`config.mk`:
```
export PLATFORM = sky130hd
export DESIGN_NAME = mslcg_ctrl
export DESIGN_NICKNAME = d
export VERILOG_FILES = /design/src/rtl/mslcg_pkg.sv /design/src/rtl/mslcg_ctrl.sv
export VERILOG_INCLUDE_DIRS = /design/src /design/src/rtl
export SDC_FILE = /design/constraint.sdc
export NUM_CORES = 1
export LEC_CHECK = 0
export BUFFER_PORTS_ARGS = -buffer_cell sky130_fd_sc_hd__buf_2
export CORE_AREA = 2 2 39 41
export CTS_CLUSTER_SIZE = 10
export DETAILED_ROUTE_END_ITERATION = 6
export DIE_AREA = 0 0 41 43
export GPL_ROUTABILITY_DRIVEN = 1
export SYNTH_ARGS = -nofsm -noshare
export SYNTH_HDL_FRONTEND = slang
export SYNTH_SLANG_ARGS = --single-unit
```
`constraint.sdc`:
```
create_clock -name clk -period 1.6 [get_ports clk]
set_input_delay 0.08 -clock clk [delete_from_list [all_inputs] [get_ports clk]]
set_output_delay 0.08 -clock clk [all_outputs]
set_load 0.005 [all_outputs]
```
`src/rtl/assert_macros.svh`:
```
// ---------------------------------------------------------------------------
// Assertion macros
// Shared concurrent assertion wrappers, empty when SYNTHESIS is defined.
// ---------------------------------------------------------------------------
`ifndef ASSERT_MACROS_SVH
`define ASSERT_MACROS_SVH

`ifndef SYNTHESIS

// Antecedent implies consequent in the same cycle.
`define ASSERT_IMPLY(lbl, clk, rstn, ante, cons, msg) \
  lbl: assert property (@(posedge clk) disable iff (!(rstn)) (ante) |-> (cons)) \
    else $error(msg);

// Antecedent implies consequent in the next cycle.
`define ASSERT_NEXT(lbl, clk, rstn, ante, cons, msg) \
  lbl: assert property (@(posedge clk) disable iff (!(rstn)) (ante) |=> (cons)) \
    else $error(msg);

// Expression holds in every cycle out of reset.
`define ASSERT_ALWAYS(lbl, clk, rstn, expr, msg) \
  lbl: assert property (@(posedge clk) disable iff (!(rstn)) (expr)) \
    else $error(msg);

`else

`define ASSERT_IMPLY(lbl, clk, rstn, ante, cons, msg)
`define ASSERT_NEXT(lbl, clk, rstn, ante, cons, msg)
`define ASSERT_ALWAYS(lbl, clk, rstn, expr, msg)

`endif

`endif

```
`src/rtl/mslcg_pkg.sv`:
```
// ---------------------------------------------------------------------------
// mslcg_pkg
// Types and constants of the multi-stream combined LCG.
// ---------------------------------------------------------------------------
package mslcg_pkg;

  localparam int NUM_STREAMS_DEF = 32;

  localparam int STREAM_W = 5;
  localparam int SEED_W   = 31;
  localparam int DRAW_W   = 31;
  localparam int FRAC_W   = 32;

  // Operation codes
  localparam logic OP_DRAW = 1'b0;
  localparam logic OP_SEED = 1'b1;

  // Status codes
  localparam logic STAT_OK      = 1'b0;
  localparam logic STAT_BAD_SEED = 1'b1;

  // Moduli are 2^31 - K, so 2^31 folds to K
  localparam logic [SEED_W-1:0] MOD_ONE  = 31'd2147483563;
  localparam logic [SEED_W-1:0] MOD_TWO  = 31'd2147483399;
  localparam logic [7:0]        FOLD_ONE = 8'd85;
  localparam logic [7:0]        FOLD_TWO = 8'd249;

  localparam logic [SEED_W-1:0] MUL_ONE  = 31'd40014;
  localparam logic [SEED_W-1:0] MUL_TWO  = 31'd40692;
  localparam logic [SEED_W-1:0] JUMP_ONE = 31'd2082007225;
  localparam logic [SEED_W-1:0] JUMP_TWO = 31'd784306273;

  // Sequencer step counts
  typedef logic [2:0] step_t;
  localparam step_t DRAW_WB  = 3'd3;  // new seeds ready, write back
  localparam step_t DRAW_OUT = 3'd4;  // fraction ready, present result
  localparam step_t SEED_WB  = 3'd3;  // jumped seeds ready, write entry

  typedef enum logic [1:0] {
    ST_IDLE,
    ST_DRAW,
    ST_SEED
  } state_t;

  // Controller -> datapath
  typedef struct packed {
    logic capture;       // latch draw address, read stream on input index
    logic seed_load;     // load seeds, write entry 0, entry counter to 1
    logic src_cur;       // multiply running seeds by jump constants
    logic wr_draw;       // write stepped seeds back to the draw address
    logic wr_seed;       // write jumped seeds at entry counter, advance
    logic out_draw;      // load draw result
    logic out_seed_ok;   // load accepted reseed result
    logic out_seed_bad;  // load rejected reseed result
    logic set_seeded;    // table content now valid
  } cmd_t;

  // Datapath -> controller
  typedef struct packed {
    logic seed_ok;       // input seeds inside their ranges
    logic cnt_last;      // entry counter at the last stream
  } stat_t;

endpackage

```
`src/rtl/mslcg_ctrl.sv`:
```
// ---------------------------------------------------------------------------
// mslcg_ctrl
// Sequencer for draw and reseed transactions.
// ---------------------------------------------------------------------------
`include "assert_macros.svh"

module mslcg_ctrl #(
  parameter int NUM_STREAMS = mslcg_pkg::NUM_STREAMS_DEF
) (
  input  logic              clk,
  input  logic              rst_n,
  input  logic              start,
  input  logic              in_operation,
  input  mslcg_pkg::stat_t  stat,
  output mslcg_pkg::cmd_t   cmd,
  output logic              busy,
  output logic              out_valid
);

  localparam bit SINGLE = (NUM_STREAMS == 1);

  mslcg_pkg::state_t state_r, state_nxt;
  mslcg_pkg::step_t  step_r, step_nxt;
  logic              out_valid_r, out_valid_nxt;

  always_ff @(posedge clk) begin
    if (!rst_n) begin
      state_r     <= mslcg_pkg::ST_IDLE;
      step_r      <= '0;
      out_valid_r <= 1'b0;
    end else begin
      state_r     <= state_nxt;
      step_r      <= step_nxt;
      out_valid_r <= out_valid_nxt;
    end
  end

  always_comb begin
    state_nxt = state_r;
    step_nxt  = step_r;
    cmd       = '0;
    case (state_r)
      mslcg_pkg::ST_IDLE: begin
        step_nxt = '0;
        if (start) begin
          if (in_operation == mslcg_pkg::OP_DRAW) begin
            cmd.capture = 1'b1;
            state_nxt   = mslcg_pkg::ST_DRAW;
          end else if (stat.seed_ok) begin
            cmd.seed_load = 1'b1;
            if (SINGLE) begin
              cmd.out_seed_ok = 1'b1;
              cmd.set_seeded  = 1'b1;
            end else begin
              state_nxt = mslcg_pkg::ST_SEED;
            end
          end else begin
            cmd.out_seed_bad = 1'b1;
          end
        end
      end
      mslcg_pkg::ST_DRAW: begin
        step_nxt = step_r + 3'd1;
        if (step_r == mslcg_pkg::DRAW_WB) begin
          cmd.wr_draw = 1'b1;
        end
        if (step_r == mslcg_pkg::DRAW_OUT) begin
          cmd.out_draw = 1'b1;
          state_nxt    = mslcg_pkg::ST_IDLE;
        end
      end
      mslcg_pkg::ST_SEED: begin
        cmd.src_cur = 1'b1;
        step_nxt    = step_r + 3'd1;
        if (step_r == mslcg_pkg::SEED_WB) begin
          cmd.wr_seed = 1'b1;
          step_nxt    = '0;
          if (stat.cnt_last) begin
            cmd.out_seed_ok = 1'b1;
            cmd.set_seeded  = 1'b1;
            state_nxt       = mslcg_pkg::ST_IDLE;
          end
        end
      end
      default: begin
        state_nxt = mslcg_pkg::ST_IDLE;
      end
    endcase
  end

  assign out_valid_nxt = cmd.out_draw | cmd.out_seed_ok | cmd.out_seed_bad;
  assign busy          = (state_r != mslcg_pkg::ST_IDLE);
  assign out_valid     = out_valid_r;

  `ASSERT_NEXT(a_draw_enters, clk, rst_n,
    start && !busy && (in_operation == mslcg_pkg::OP_DRAW),
    (state_r == mslcg_pkg::ST_DRAW) && (step_r == '0),
    "accepted draw must start the draw sequence at step zero")

  `ASSERT_ALWAYS(a_one_writer, clk, rst_n,
    $onehot0({cmd.seed_load, cmd.wr_draw, cmd.wr_seed}),
    "at most one table write per cycle")

  `ASSERT_ALWAYS(a_one_result, clk, rst_n,
    $onehot0({cmd.out_draw, cmd.out_seed_ok, cmd.out_seed_bad}),
    "at most one result load per cycle")

  `ASSERT_IMPLY(a_seed_step, clk, rst_n,
    state_r == mslcg_pkg::ST_SEED,
    step_r <= mslcg_pkg::SEED_WB,
    "reseed step counter out of range")

  `ASSERT_NEXT(a_result_frees, clk, rst_n,
    out_valid_nxt,
    !busy,
    "block must be free while a result is shown")

endmodule

```
# After elaboration in Yosys (flattened, before gate mapping)
# Index checks and enable logic that the tools add are counted.
# totals
register_bits,6
wordCells,46
inputBits,6
output_inout_bits,11
# op_classes
addsub,1
n_bitwise,2
reduce_logical,4
muxes,27
n_eq_ne,9
# ops
cell,n
$mux W1,16
$mux W2,8
$pmux W3 S3,1
$ne A2 B2 Y1 const B,4
$pmux W2 S3,1
$reduce_and A5 Y1,1
$add A3 B1 Y3 const B,1
$eq A3 B2 Y1 const B,1
$eq A3 B3 Y1 const B,1
$mux W3,1
$ne A3 B3 Y1 const B,1
$reduce_bool A3 Y1,1
$eq A2 B1 Y1 const B,1
$eq A2 B2 Y1 const B,1
$logic_not A2 Y1,1
$or A1 B1 Y1,2
$reduce_bool A2 Y1,1

# Depth between registers and ports, before layout
# logic_depth
ltp_word,5
mapped_depth,7
depth_no_buf,7

# Worst setup path after synthesis
# OpenSTA, ideal clock, no wires.
# synth_path
path_kind,register to register
startpoint,register state_r[0]
endpoint,register state_r[0]
setup_slack_ns,0.056
synth_period_minus_slack_ns,1.544
setup_ns,0.116
path_stages_with_launch,6
t_arrival_ns,1.429
path_cell_list,dfxtp_1 > inv_1 > ha_1 > a222oi_1 > o21ai_0 > a31o_1
# synth_via
elab_chain_len,3
# synth_rtl
item,line_no,source
from (decl),mslcg_ctrl.sv:22,"mslcg_pkg::state_t state_r, state_nxt;"
from (signal assigned),mslcg_ctrl.sv:28,state_r <= mslcg_pkg::ST_IDLE;
from (signal assigned),mslcg_ctrl.sv:32,state_r <= state_nxt;
"$eq A2 B1 Y1, or another cell as far along",mslcg_ctrl.sv:42,case (state_r)
$ne A2 B2 Y1 (no line) or $ne A3 B3 Y1 (tied branches),-,
$reduce_and A5 Y1 (no line),-,
# Several ways; a longest one is shown, not always the timed one.
# A chain may end at the register's enable or synchronous reset.

# Worst setup path in the final report
# Ends and elaborated chain as after synthesis.

==> results.md <==
- Final worst-path cycle share: 94.68%
- Most common cell in the synthesized netlist: inv_1
- Area post-placement: 563.0 um2
- CP Capture Type: flop
- Register area: 127.6 um2
- Syn nets: 72
- Pwr dens: ~850 mW/mm2
- Flops & latches, synth: 6
- Worst-path fanout max: 6
- Largest net degree at the start of global routing: 8
- Drt via density: 4.536
- CP peak stage delay: 0.35 ns
- Initial core utilization: 33.45%
- Mapped Cells: just under 60
- Adder-cell area share of the yosys netlist: 21.62%
- Drt drc: 0
- Most used flip-flop cell after synthesis: dfxtp_1
- Routed wire per std cell: 9.866 um
- Fmax: 660.1 MHz
- H-tree levels: 1
- Synth Cell Area: approximately 460 um2
- Final nets: 97
- Mean post-synth cell area: 7.982 um2
- DP Wirelength: 769.9 um
- Area leader, netlist: dfxtp_1
- P_leak: 0.3312 nW
- Slew @ Worst Pin: 0.2664 ns
- R2r startpoint: state_r[0]
- Ports: 17
- Max-slew headroom: 82.24%
- CTS sink count: 6
- Kind of critical path: reg -> reg
- Ant. Diodes: 0
- Xor/xnor share of the synthesized area: 0%
- Max clock buf depth: 2
- Final Instance Area: 630.6 um2
- Synth top area cells: dfxtp_1, ha_1, inv_1
- Worst Setup Slack, final: around 0.085 ns
- Layout area overhead: 36.22%
- Final Slew Violations: 0
- Asr flop ratio synth: 0%
- Hold depth: 2
- Status: finished, final reports clean
- Fill cells: around 140
- EDFF count, synth: 0
- Chip Width: a little over 40 um
- Slowest cell on crit path: dfxtp_4
- Pre-antenna DRT Iters: 4
- CTS tree: built
- Area of the multi-input gates: between 300 and 400 um2
- R2R Setup Slk: 0.09 ns
- Hold endpoint: step_r[2]
- Synth Area in Compound Gates: between 10% and 20%
- All-Layer GR Usage: 12.08%
- CTS buffer count: 3
- Vias in the first global route: 394
- Clock transition at path regs: 0.04 ns
- Pre-CTS WS: -0.1480 ns
- Initial antenna violation count: 0
- Total power: 0.0005381 W
- Clock Latency Late Sink: ~0.24 ns
- Final core utilization: 45.57%
- Kind of launch point of the worst setup path: flop
- Drt total wl: 957 um
- Post-synthesis mux area share: 0%
- Most frequent cells after synthesis: inv_1, ha_1, dfxtp_1, nand2_1, a21oi_1
- DRT antenna net count: 0
- Initial detailed-routing violation count: 8
- Sequential fraction of the synthesis area: 25.95%
- Hold path start: rst_n
- CP Cell Sequence: inv_1 > ha_1 > a222oi_1 > buf_4 > o21ai_0 > a31o_1
- YS warnings: 0
- Post-synthesis simple-gate area fraction: between 20% and 30%
- Vias: 440
- Clock Tree Root: clkbuf_4
- Overflow left after global routing: 0
- Synth cell types: 22
- Period minus WS final: 1.515 ns
- Num rows: 14
- CP arrival: 1.64 ns
- Core Area: 0.001384 mm2
- Max cap viols: 0
- Final Hold Fails: 0
- Worst R2R Path Depth: 6
- Gp weighted congestion: ~0.72
- Post-synth top area share: 25.95%
- Max VDD drop: 436.5 uV
- Worst Hold Class: in -> reg
- Global-route wire length before repair: 1449 um
- Largest family of logic cells by synthesized area: simple AND/OR/NAND/NOR gates
- Port bufs: 16
- Die Span Y: 43 um
- Setup Viol. Count Final: 0
- Post-CTS Hold Buffers: 0
- Die area: 0.001763 mm2
- Layout cells sized above 1: 40.74%
- Crit path required time: 1.72 ns
- Setup Skew: roughly 0.00045 ns
- Reg-to-Reg End: state_r[0]
## state kept, by name (all words and copies together) (netlist names)
signal and count:
step_r 3, state_r 2, out_valid 1
## cell families (layout without fill, tap and decap cells)
| family | after synthesis | after routing |
|---|---|---|
| AO/OA/AOI/OAI | 10 | 10 |
| adder cells (fa/ha/maj) | 8 | 8 |
| buffers and inverters | 11 | 34 |
| flip-flops | 6 | 6 |
| AND/OR/NAND/NOR | 23 | 23 |
## per-stage QoR
stage / setup TNS [ns] / cells / hold slack [ns]
detailed placement: -0.2075 / 90 / 0.3308
global route: -0.02456 / 97 / 0.1116
CTS: 0 / 95 / 0.07975
global placement: -0.1240 / 90 / 0.3286
floorplan: 0 / 58 / 0.1942
finish: 0 / 97 / 0.08599
## cell usage in the layout, fill, tap and decap left out
cell type | netlist | routed
buf_2 | 0 | 16
dfxtp_2 | 0 | 3
and2_1 | 3 | 3
and2b_1 | 1 | 1
a21oi_1 | 4 | 4
o21ai_0 | 2 | 2
a211oi_1 | 1 | 1
a31o_1 | 1 | 1
ha_2 | 0 | 3
nand2_1 | 5 | 5
dfxtp_1 | 6 | 2
inv_1 | 10 | 10
nand2b_1 | 2 | 2
a22oi_1 | 1 | 1
clkbuf_4 | 0 | 3
nor3_1 | 2 | 2
and3_1 | 2 | 2
dfxtp_4 | 0 | 1
nor4b_2 | 1 | 1
nand3_1 | 1 | 1
nand3b_1 | 1 | 1
or3b_2 | 1 | 1
ha_1 | 8 | 5
buf_4 | 1 | 5
nor2_1 | 3 | 3
or3_1 | 1 | 1
a222oi_1 | 1 | 1
## routing by layer
metal / GRT usage [%] / vias to the layer above / routed length, um
li1: - / 240 / -
met1: 14.94 / 190 / 430
met2: 18.44 / 10 / 478
met3: 1.571 / 0 / 48
met4: 8.000 / 0 / 0
met5: 0 / - / 0
## critical path, delay by kind of cell, from the launching register on
| kind | cells | cell delay (ns) |
|---|---|---|
| buffers and inverters | 2 | 0.23 |
| adders and majority gates | 1 | 0.26 |
| DFF | 1 | 0.35 |
| AOI/OAI and AO/OA | 3 | 0.55 |
## where the power goes
part	internal [W]	leakage (nW)	total, W	switching, W
Combinational	0.000117	0.267	0.000223	0.000106
Clock	0.0000843	0.0138	0.000131	0.0000471
Sequential	0.000168	0.0508	0.000183	0.0000149
Total	0.000370	0.331	0.000538	0.000169
## worst max path at each step
stage,from,to,slack [ns],cells past startpoint
5_1_grt,state_r[0],state_r[0],-0.02,6
6_report,state_r[0],state_r[0],0.09,6
3_3_place_gp,state_r[0],state_r[0],-0.08,5
4_1_cts,state_r[0],state_r[0],0.01,6
2_1_floorplan,state_r[0],state_r[0],0.06,5
3_5_place_dp,state_r[0],state_r[0],-0.15,5
## layout make-up
class	count	area share, %
multi-input combinational	41	48.41
inverter	10	5.952
tap	16	3.175
sequential	6	20.24
timing repair buffer	21	18.65
clock buffer	3	3.571
## what timing repair did
action | CTS | global route
pin swaps | 1 | 1
buffers inserted | 2 | 2
gates resized for setup | 2 | 6
hold endpoints to repair | 0 | 0
endpoints found under the setup margin | 2 | 2
Power figures use the tool's default switching activity.
